<file path="src/poly_bisection_inverse_defines.svh">
// assertion macros shared by the poly bisection inverse block
`ifndef POLY_BISECTION_INVERSE_DEFINES_SVH
`define POLY_BISECTION_INVERSE_DEFINES_SVH

// same-cycle implication, sampled on clk, off during reset
`define PBI_ASSERT_NOW(label, ante, cons, msg) \
  label: assert property (@(posedge clk) disable iff (!rst_n) (ante) |-> (cons)) \
    else $error(msg);

// next-cycle implication, sampled on clk, off during reset
`define PBI_ASSERT_NEXT(label, ante, cons, msg) \
  label: assert property (@(posedge clk) disable iff (!rst_n) (ante) |=> (cons)) \
    else $error(msg);

`endif

</file>
<file path="src/pbi_pkg.sv">
// types, microcode table and fixed-point helpers of the poly bisection inverse
`timescale 1ns / 1ps
package pbi_pkg;

  localparam int unsigned QW      = 24;
  localparam int unsigned AW      = 23;
  localparam int unsigned PW      = 2 * QW;
  localparam int unsigned N_COEF  = 5;
  localparam int unsigned COEF_IW = 3;
  localparam int unsigned CFG_IW  = 3;
  localparam int unsigned STEP_W  = 3;
  localparam int signed   TOL_Q16 = 65;

  // register indexes of the configuration port
  localparam logic [CFG_IW-1:0] REG_MAX_ALPHA = 3'd0;
  localparam logic [CFG_IW-1:0] REG_COEF_0    = 3'd1;
  localparam logic [CFG_IW-1:0] REG_COEF_4    = 3'd5;

  // microcode step addresses
  localparam logic [STEP_W-1:0] ST_IDLE = 3'd0;
  localparam logic [STEP_W-1:0] ST_MID  = 3'd1;
  localparam logic [STEP_W-1:0] ST_MUL  = 3'd2;
  localparam logic [STEP_W-1:0] ST_ADD  = 3'd3;
  localparam logic [STEP_W-1:0] ST_TEST = 3'd4;
  localparam logic [STEP_W-1:0] ST_DONE = 3'd5;

  typedef enum logic [5:0] {
    OP_IDLE = 6'b000001,
    OP_MID  = 6'b000010,
    OP_MUL  = 6'b000100,
    OP_ADD  = 6'b001000,
    OP_TEST = 6'b010000,
    OP_DONE = 6'b100000
  } op_t;

  typedef enum logic [2:0] {
    CND_NEXT = 3'd0,
    CND_JUMP = 3'd1,
    CND_WAIT = 3'd2,
    CND_KNZ  = 3'd3,
    CND_MORE = 3'd4
  } cond_t;

  typedef struct packed {
    op_t               op;
    cond_t             cond;
    logic [STEP_W-1:0] target;
  } ctrl_t;

  // datapath conditions seen by the sequencer
  typedef struct packed {
    logic start;
    logic k_nz;
    logic more;
  } status_t;

  // control store: one word per step
  function automatic ctrl_t ucode(input logic [STEP_W-1:0] step);
    ctrl_t w;
    unique case (step)
      ST_IDLE: w = '{op: OP_IDLE, cond: CND_WAIT, target: ST_IDLE};
      ST_MID:  w = '{op: OP_MID,  cond: CND_NEXT, target: ST_MID};
      ST_MUL:  w = '{op: OP_MUL,  cond: CND_NEXT, target: ST_MUL};
      ST_ADD:  w = '{op: OP_ADD,  cond: CND_KNZ,  target: ST_MUL};
      ST_TEST: w = '{op: OP_TEST, cond: CND_MORE, target: ST_MID};
      ST_DONE: w = '{op: OP_DONE, cond: CND_JUMP, target: ST_IDLE};
      default: w = '{op: OP_DONE, cond: CND_JUMP, target: ST_IDLE};
    endcase
    return w;
  endfunction

  // clamp to the signed 24-bit range
  function automatic logic signed [QW-1:0] sat24(input logic signed [PW-1:0] v);
    logic signed [PW-1:0] hi;
    logic signed [PW-1:0] lo;
    hi = PW'(signed'({1'b0, {(QW-1){1'b1}}}));
    lo = -hi - PW'(1);
    if (v > hi) return QW'(hi);
    if (v < lo) return QW'(lo);
    return v[QW-1:0];
  endfunction

endpackage

</file>
<file path="src/poly_bisection_inverse.sv">
// Polynomial inverse by bisection: top level with datapath, registers and checks.
// Each bisection step is a midpoint, then a multiply and an add per Horner term on one
// shared 24x24 multiplier, then a test.
// Result strobe follows the test that ends the search, at most STEP_LIMIT+2 steps.
// Busy drops after the strobe cycle.
// Synchronous active-low reset: sequencer idle, no strobe, registers to their reset values.
`timescale 1ns / 1ps
`include "poly_bisection_inverse_defines.svh"
module poly_bisection_inverse
  import pbi_pkg::*;
#(
  parameter int POLY_DEGREE = 4,
  parameter int STEP_LIMIT  = 256
) (
  input  logic                     clk,
  input  logic                     rst_n,
  input  logic                     start,
  output logic                     busy,
  input  logic signed [QW-1:0]     in_target_lift,
  output logic                     out_valid,
  output logic signed [QW-1:0]     out_found_alpha,
  output logic                     out_failed,
  input  logic                     cfg_valid,
  output logic                     cfg_ready,
  input  logic [CFG_IW-1:0]        cfg_index,
  input  logic [QW-1:0]            cfg_data
);

  localparam int KW = (POLY_DEGREE > 1) ? $clog2(POLY_DEGREE) : 1;
  localparam int CW = $clog2(STEP_LIMIT + 2);

  ctrl_t   ctrl;
  status_t status;

  logic [AW-1:0]           max_alpha_r;
  logic signed [QW-1:0]    coef_r [N_COEF];
  logic signed [QW-1:0]    target_r;
  logic signed [QW-1:0]    left_r;
  logic signed [QW-1:0]    right_r;
  logic signed [QW-1:0]    center_r;
  logic signed [QW-1:0]    acc_r;
  logic signed [PW-1:0]    prod_r;
  logic [KW-1:0]           k_r;
  logic [CW-1:0]           count_r;

  logic                    accept;
  logic signed [QW:0]      sum_lr;
  logic signed [QW-1:0]    prod_q;
  logic signed [QW-1:0]    coef_k;
  logic signed [QW-1:0]    acc_add;
  logic signed [QW:0]      diff;
  logic                    fail;
  logic                    conv;

  pbi_seq u_seq (
    .clk    (clk),
    .rst_n  (rst_n),
    .status (status),
    .ctrl   (ctrl)
  );

  assign busy      = (ctrl.op != OP_IDLE);
  assign accept    = start && !busy;
  assign cfg_ready = 1'b1;

  // horner term: floor of product by 2^16, saturate, add coefficient, saturate
  assign coef_k  = coef_r[COEF_IW'(k_r)];
  assign prod_q  = sat24(prod_r >>> 16);
  assign acc_add = sat24(PW'(prod_q) + PW'(coef_k));

  // midpoint and convergence test
  assign sum_lr = (QW+1)'(left_r) + (QW+1)'(right_r);
  assign diff   = (QW+1)'(acc_r) - (QW+1)'(target_r);
  assign fail   = count_r > CW'(STEP_LIMIT);
  assign conv   = (diff <= (QW+1)'(TOL_Q16)) && (diff >= -(QW+1)'(TOL_Q16));

  assign status = '{start: start, k_nz: (k_r != '0), more: !fail && !conv};

  // configuration registers
  always_ff @(posedge clk) begin
    if (!rst_n) begin
      max_alpha_r <= AW'(19661);
      for (int i = 0; i < N_COEF; i++) coef_r[i] <= '0;
    end else if (cfg_valid && cfg_ready) begin
      if (cfg_index == REG_MAX_ALPHA) begin
        max_alpha_r <= cfg_data[AW-1:0];
      end else if (cfg_index >= REG_COEF_0 && cfg_index <= REG_COEF_4) begin
        coef_r[COEF_IW'(cfg_index - REG_COEF_0)] <= cfg_data;
      end
    end
  end

  // datapath driven by the control word
  always_ff @(posedge clk) begin
    unique case (ctrl.op)
      OP_IDLE: begin
        if (accept) begin
          target_r <= in_target_lift;
          left_r   <= -QW'(signed'({1'b0, max_alpha_r}));
          right_r  <= QW'(signed'({1'b0, max_alpha_r}));
          count_r  <= '0;
        end
      end
      OP_MID: begin
        center_r <= sum_lr[QW:1];
        acc_r    <= coef_r[COEF_IW'(POLY_DEGREE)];
        k_r      <= KW'(POLY_DEGREE - 1);
      end
      OP_MUL: begin
        prod_r <= acc_r * center_r;
      end
      OP_ADD: begin
        acc_r <= acc_add;
        if (k_r != '0) k_r <= k_r - KW'(1);
      end
      OP_TEST: begin
        if (acc_r > target_r) right_r <= center_r;
        else left_r <= center_r;
        count_r <= count_r + CW'(1);
      end
      OP_DONE: begin
      end
      default: begin
      end
    endcase
  end

  // result strobe and payload
  always_ff @(posedge clk) begin
    if (!rst_n) begin
      out_valid <= 1'b0;
    end else begin
      out_valid <= (ctrl.op == OP_TEST) && (fail || conv);
    end
  end

  always_ff @(posedge clk) begin
    if (ctrl.op == OP_TEST) begin
      out_found_alpha <= fail ? '0 : center_r;
      out_failed      <= fail;
    end
  end

  // checks
  `PBI_ASSERT_NEXT(a_accept_busy, accept, busy, "busy not raised after accept")
  `PBI_ASSERT_NOW(a_valid_busy, out_valid, busy, "result strobe outside a transaction")
  `PBI_ASSERT_NEXT(a_one_strobe, out_valid, !out_valid, "result strobe longer than one cycle")
  `PBI_ASSERT_NOW(a_fail_zero, out_valid && out_failed, out_found_alpha == '0,
                  "failed result with nonzero angle")

endmodule

</file>
<file path="src/pbi_seq.sv">
// microcode sequencer: step counter, control store and conditional jumps
`timescale 1ns / 1ps
module pbi_seq
  import pbi_pkg::*;
(
  input  logic    clk,
  input  logic    rst_n,
  input  status_t status,
  output ctrl_t   ctrl
);

  logic [STEP_W-1:0] step_r;
  logic [STEP_W-1:0] step_nxt;
  logic              take;

  assign ctrl = ucode(step_r);

  // jump condition select
  always_comb begin
    unique case (ctrl.cond)
      CND_NEXT: take = 1'b0;
      CND_JUMP: take = 1'b1;
      CND_WAIT: take = !status.start;
      CND_KNZ:  take = status.k_nz;
      CND_MORE: take = status.more;
      default:  take = 1'b1;
    endcase
    step_nxt = take ? ctrl.target : step_r + STEP_W'(1);
  end

  // step counter
  always_ff @(posedge clk) begin
    if (!rst_n) begin
      step_r <= ST_IDLE;
    end else begin
      step_r <= step_nxt;
    end
  end

endmodule

</file>
<file path="config.mk">
export PLATFORM = sky130hd
export DESIGN_NAME = poly_bisection_inverse
export DESIGN_NICKNAME = d
export VERILOG_FILES = /design/src/pbi_pkg.sv /design/src/poly_bisection_inverse.sv /design/src/pbi_seq.sv
export VERILOG_INCLUDE_DIRS = /design/src /design/src/src
export SDC_FILE = /design/constraint.sdc
export NUM_CORES = 2
export LEC_CHECK = 0
export BUFFER_PORTS_ARGS = -buffer_cell sky130_fd_sc_hd__buf_2
export CAP_MARGIN = 0
export CORE_ASPECT_RATIO = 1.75
export CORE_MARGIN = 10
export CORE_UTILIZATION = 45
export CTS_BUF_LIST = sky130_fd_sc_hd__clkbuf_16
export DETAILED_ROUTE_END_ITERATION = 8
export GPL_ROUTABILITY_DRIVEN = 0
export HOLD_SLACK_MARGIN = 0.15
export PLACE_DENSITY = 0.61
export SETUP_SLACK_MARGIN = 0.4
export SLEW_MARGIN = 20
export SYNTH_ARGS = -nofsm -noshare
export SYNTH_HDL_FRONTEND = slang
export SYNTH_SLANG_ARGS = --single-unit
</file>
<file path="constraint.sdc">
create_clock -name clk -period 7.1 [get_ports clk]
set_input_delay 0.71 -clock clk [delete_from_list [all_inputs] [get_ports clk]]
set_output_delay 0.71 -clock clk [all_outputs]
set_load 0.1 [all_outputs]
</file>
[Word level (Yosys, flattened, before mapping)]
Memory sizes are Yosys's and may differ from the RTL's. A register that Yosys moved wholly into a read port is not among the register bits.
Index checks and enable logic that the tools add are counted.
Storage, ports and cells
  flip-flop bits (word level): 231
  memory bits (writable): 120
  bits of input ports: 55
  output and inout bits: 28
  word-level logic and storage cells: 111
  memories kept: 1
Memory list
  coef_r: depth 5, bits a word 24, rd ports 2, clocked after memory_dff 1, wr ports 5, line poly_bisection_inverse.sv:36  | logic signed [QW-1:0] coef_r [N_COEF];
Operators by class
  add/subtract/negate cells: 8
  $mul: 1
  order comparisons: 10
  eq/ne operators: 17
  muxes and demuxes: 38
  reduce and logical (&&, ||, !) cells: 23
Operators by type and width (number)
  24-bit two-way mux: 13
  24-bit one-hot mux with 2 select lines: 3
  12-bit one-hot mux with 5 select lines: 1
  24-bit by 24-bit adder with 25-bit output: 2
  24-bit by 24-bit multiplier with 48-bit output: 1
  32-bit by 24-bit > comparator with 1-bit output (second input constant): 1
  32-bit by 24-bit less-than comparator with 1-bit output (second input constant): 1
  25-bit by 8-bit >= comparator with 1-bit output (second input constant): 1
  25-bit by 24-bit > comparator with 1-bit output (second input constant): 1
  25-bit by 8-bit less-or-equal comparator with 1-bit output (second input constant): 1
  25-bit by 24-bit less-than comparator with 1-bit output (second input constant): 1
  24-bit by 24-bit subtractor with 25-bit output: 1
  24-bit > comparator: 1
  23-bit negator with 24-bit output: 1
  24-bit OR reduction: 1
  9-bit one-hot mux with 2 select lines: 1
  1-bit two-way mux: 13
  3-bit by 2-bit equality test with 1-bit output (second input constant): 4
  9-bit by 1-bit adder with 9-bit output (second input constant): 1
  9-bit > comparator (second input constant): 1
  3-bit logical NOT: 3
  3-bit two-way mux: 3
  9-bit two-way mux: 1
  2-bit AND reduction: 4
  other kinds (23): 36

[Logic depth before layout (Yosys ltp)]
  depth after elaboration: 12
  gate-level depth with buffers: 28
  mapped depth without buffers: 27

[Cells and area by module]
A second synthesis with hierarchy kept.
Unflattened totals
  cell total of the unflattened synthesis: 3646
  area, all modules: 37918.9 um^2
By module, submodules not included
  poly_bisection_inverse: times used 1, cells each 3601, area each 37552.3 um^2, sequential area each 9769.4 um^2
  pbi_seq: times used 1, cells each 45, area each 366.6 um^2, sequential area each 60.1 um^2

[Worst setup path before layout]
No wires, ideal clock.
  kind: register to register
  from: reg acc_r[23]
  to: reg prod_r[47] (data pin)
  setup time: 260 ps
  data arrival time: 6725 ps
  data required time: 6840 ps
  path slack: 116 ps
  cell stages (with the launch flop): 25
  buffers on the path: 1
  period minus slack after synthesis: 6984 ps
  cells stage by stage: edfxtp_1 > clkbuf_1 > nand2_1 > inv_1 > fa_1 > fa_1 > inv_1 > fa_1 > inv_1 > fa_1 > fa_1 > fa_1 > inv_1 > fa_1 > inv_1 > ha_1 > a21oi_1 > o22ai_1 > nor2_1 > nor2b_1 > a31oi_1 > o211ai_1 > a31oi_1 > o21bai_1 > xnor2_1
Between the ends
  longest elaborated chain between the ends: 1
Ends and longest elaborated chain
  start: declaration: line poly_bisection_inverse.sv:41  | logic signed [QW-1:0] acc_r;
  start signal: assignment: line poly_bisection_inverse.sv:106  | acc_r <= coef_r[COEF_IW'(POLY_DEGREE)];
  24-bit by 24-bit multiplier with 48-bit output: line poly_bisection_inverse.sv:110  | prod_r <= acc_r * center_r;
  end signal: assignment: line poly_bisection_inverse.sv:110
  end: declaration: line poly_bisection_inverse.sv:42  | logic signed [PW-1:0] prod_r;
Every way passes these cells.
A chain may end at the register's enable or synchronous reset.

[Worst setup path in the final report]
  from: reg center_r[1]
  to: reg prod_r[47] (data pin)
Between the ends
  longest elaborated chain between the ends: 1
Ends and longest elaborated chain
  start: declaration: line poly_bisection_inverse.sv:40  | logic signed [QW-1:0] center_r;
  start signal: assignment: line poly_bisection_inverse.sv:105  | center_r <= sum_lr[QW:1];
  24-bit by 24-bit multiplier with 48-bit output: line poly_bisection_inverse.sv:110
Every way passes these cells.

==> reports/metrics.cfg <==
[clocking]
cts_tree=done
cts_inserted_buffers=36
hold_buffers=0
path_clk_slew_ns=0.08
clock_sinks=337
clk_latency_ns=0.58
clock_tree.buffer_depth=3
clockRootBuffer=clkbuf_16
cts_htree_levels=2

[global_routing]
grt_max_degree=73
grt_usage_pct=21.7
grt_pass1_vias=29000
grt_pass1_wl_um=162000
gr-total-overflow=0
antenna_found_initial=2

[layout]
nets=4828
drive_above_1_share_pct=13.6
area_delta_synth_final_pct=13.6
stdcell_area_sq_mm=0.0433
antennaDiodeCount=0

[routing]
wire_per_inst_um=20.3
drtAntennaViolNets=0
wl_um=102000
drt_iter0_drc=1469
drc_errors=0
vias=26600
dr.pass1.iters=5
vias_per_cell=5.28

[floorplanning]
ios=83
coreArea_sq_mm=0.0843
dieWidth_um=240
initial_core_util_pct=45.2
rows=141
die-area_sq_mm=0.0972
die_y_um=405

[sta]
drv_slew=0
worst_slew_pin_slew_ns=1.03
finalSetupViolations=0
max_slew_margin_pct=31.0
fmax_ghz=0.143
final.setup.worst_slack_ns=0.121
fin_worst_skew_ns=0.0302
timing.final.crit_share_pct=98.3
hold_violations=0
rsz0062_at_grt=true
fin_crit_ns=6.98

[logic_synthesis]
synth_cells=3771
synth_edf_count=308
synth_seq_area_share_pct=25.8
ys_ff_latch=337
yosys_warnings=0
async_reset_ff_share_pct=0
syn_area_per_cell_sq_um=10.1
ys_types=82
yosys_most_used_dff=edfxtp_1
syn_nets=4650
syn_area_sq_mm=0.0381

[placement]
io_buffers=81
post-place-ws_ns=-0.0171
hpwlAfterDp_um=82600
placed_area_sq_mm=0.0411

[critical_path]
critical_path.endpoint_type=flip-flop
crit_buf_inv=6
worstPathArrival_ns=7.27
cpMaxStageDelayCell=fa_2
crit_fanout=6
required_ns=7.39
critPathKind=reg -> reg
slowest_delay_ns=0.58
crit_top_cell=fa_1
cp_top_family=adder cells
cp-start-kind=flip-flop

[job]
max_cap_violations=0

[outcome]
status=finished clean

[hold_path]
hp-class=in -> reg

==> registers in the layout, summed over array words and instances, names as in the netlist, 2 cells and up, named ones only <==
| signal | cells |
|---|---|
| coef_r | 120 |
| prod_r | 32 |
| acc_r | 24 |
| center_r | 24 |
| left_r | 24 |
| out_found_alpha | 24 |
| right_r | 24 |
| target_r | 24 |
| max_alpha_r | 23 |
| count_r | 9 |
| u_seq.step_r | 3 |
| k_r | 2 |
==> synthesized netlist by cell type (5+ instances only) <==
| cell type | count | share of area (%) |
|---|---|---|
| nand2_1 | 475 | 4.7 |
| nor3b_1 | 6 | 0.12 |
| a21oi_1 | 76 | 1.0 |
| o31ai_1 | 7 | 0.14 |
| o21ai_1 | 5 | 0.066 |
| clkbuf_1 | 158 | 1.6 |
| ha_1 | 215 | 7.1 |
| xor2_1 | 32 | 0.74 |
| or3_1 | 10 | 0.16 |
| nor3_1 | 32 | 0.42 |
| edfxtp_1 | 308 | 24 |
| o21a_1 | 47 | 0.93 |
| o211ai_1 | 12 | 0.24 |
| nor4_1 | 11 | 0.18 |
| nand4_1 | 17 | 0.28 |
| nor2b_1 | 18 | 0.30 |
| inv_1 | 707 | 7.0 |
| nand3_1 | 35 | 0.46 |
| dfxtp_1 | 29 | 1.5 |
| and2_1 | 351 | 5.8 |
| buf_1 | 5 | 0.049 |
| fa_1 | 609 | 32 |
| and3_1 | 77 | 1.3 |
| a31oi_1 | 9 | 0.15 |
| a21o_1 | 34 | 0.67 |
| mux4_2 | 24 | 1.4 |
| nor2_1 | 121 | 1.2 |
| a21boi_0 | 18 | 0.35 |
| o21ai_0 | 109 | 1.4 |
| a211oi_1 | 16 | 0.32 |
| o31a_1 | 6 | 0.14 |
| o21bai_1 | 9 | 0.18 |
| nand2b_1 | 19 | 0.31 |
| xnor2_1 | 80 | 1.8 |
| or2_2 | 6 | 0.098 |
==> final cells by class <==
class                   count  area (sq um)
clock buffers              36           901
clock inverters            30           200
fillers                  7702         41000
inverters                 707          2660
multi-input cells        2559         25600
flip-flops and latches    337          9830
well taps                1072          1340
repair buffers            308          2790
==> worst register-to-register path: cells and delay by family, from the launching register on <==
kind                     cells  cell delay [ns]
AO/OA/AOI/OAI               10             1.79
XOR/XNOR                     1             0.13
adder cells (fa/ha/maj)      8             3.85
buffers and inverters        6             0.27
flip-flops                   1             0.49
AND/OR/NAND/NOR              1             0.20
==> through the flow <==
step           util, %  cells  hold slack [ns]  TNS (ns)
3_5_place_dp      48.7   4936            0.484   -0.0316
2_1_floorplan        -   3771            0.453         0
4_1_cts           50.6   5029            0.271         0
5_1_grt           51.4   5049            0.289    -0.289
3_3_place_gp      48.7   4936            0.477         0
6_report          51.4   5049            0.301         0
==> kinds of logic (layout without fill, tap and decap cells) <==
group	count (synthesis)	in the layout	share of synthesized area [%]
and+or+nand+nor	1198	1198	15.7
buffers and inverters	875	1081	8.65
adders and majority gates	824	824	39.0
AOI/OAI and AO/OA	398	398	6.79
DFF	337	337	25.8
xor gates and xnor gates	112	112	2.57
muxes	26	26	1.47
other	1	1	0.00984
==> routing by layer <==
| layer | GRT usage, % | up-vias | wire length [um] |
|---|---|---|---|
| met5 | 0 | - | 0 |
| met4 | 10.6 | 0 | 5520 |
| met2 | 41.6 | 589 | 57200 |
| met1 | 23.4 | 13600 | 36700 |
| li1 | - | 12200 | - |
| met3 | 1.87 | 220 | 3110 |
==> what timing repair did <==
item | in CTS | in global routing
resized for setup | 65 | 108
setup buffers | 26 | 18
cloned | 1 | 2
endpoints found under the setup margin | 24 | 27
pin swaps | 48 | 60
==> layout by cell type (no fill, tap or decap), types with 24 or more instances in the layout <==
cell type and instances:
inv_1 692, ha_1 203, nor3_1 28, buf_4 153, nand3_1 33, o21a_1 46, clkbuf_16 38, dfxtp_1 29
a21oi_1 65, xor2_1 29, edfxtp_1 308, buf_6 30, and3_1 77, a21o_1 34, and2_1 340, inv_2 25
xnor2_1 76, o21ai_0 101, buf_2 81, buf_12 39, fa_1 588, mux4_2 24, nor2_1 110, nand2_1 471
==> final timing paths <==
| path | cells past startpoint | slack (ns) | from | end |
|---|---|---|---|---|
| worst min-delay path | 1 | 0.30 | in_target_lift[1] | target_r[1]$_DFFE_PP_ |
| worst max-delay path | 26 | 0.12 | center_r[1]$_DFFE_PP_ | prod_r[47]$_DFFE_PN_ |
| worst max register to register | 26 | 0.12 | center_r[1]$_DFFE_PP_ | prod_r[47]$_DFFE_PN_ |
| worst min register to register | 2 | 0.49 | max_alpha_r[1]$_SDFFE_PN0P_ | max_alpha_r[1]$_SDFFE_PN0P_ |
Power is left out: the tool's default activity adds up to more than one toggle a clock period on the data nets, which glitch-free logic cannot reach.
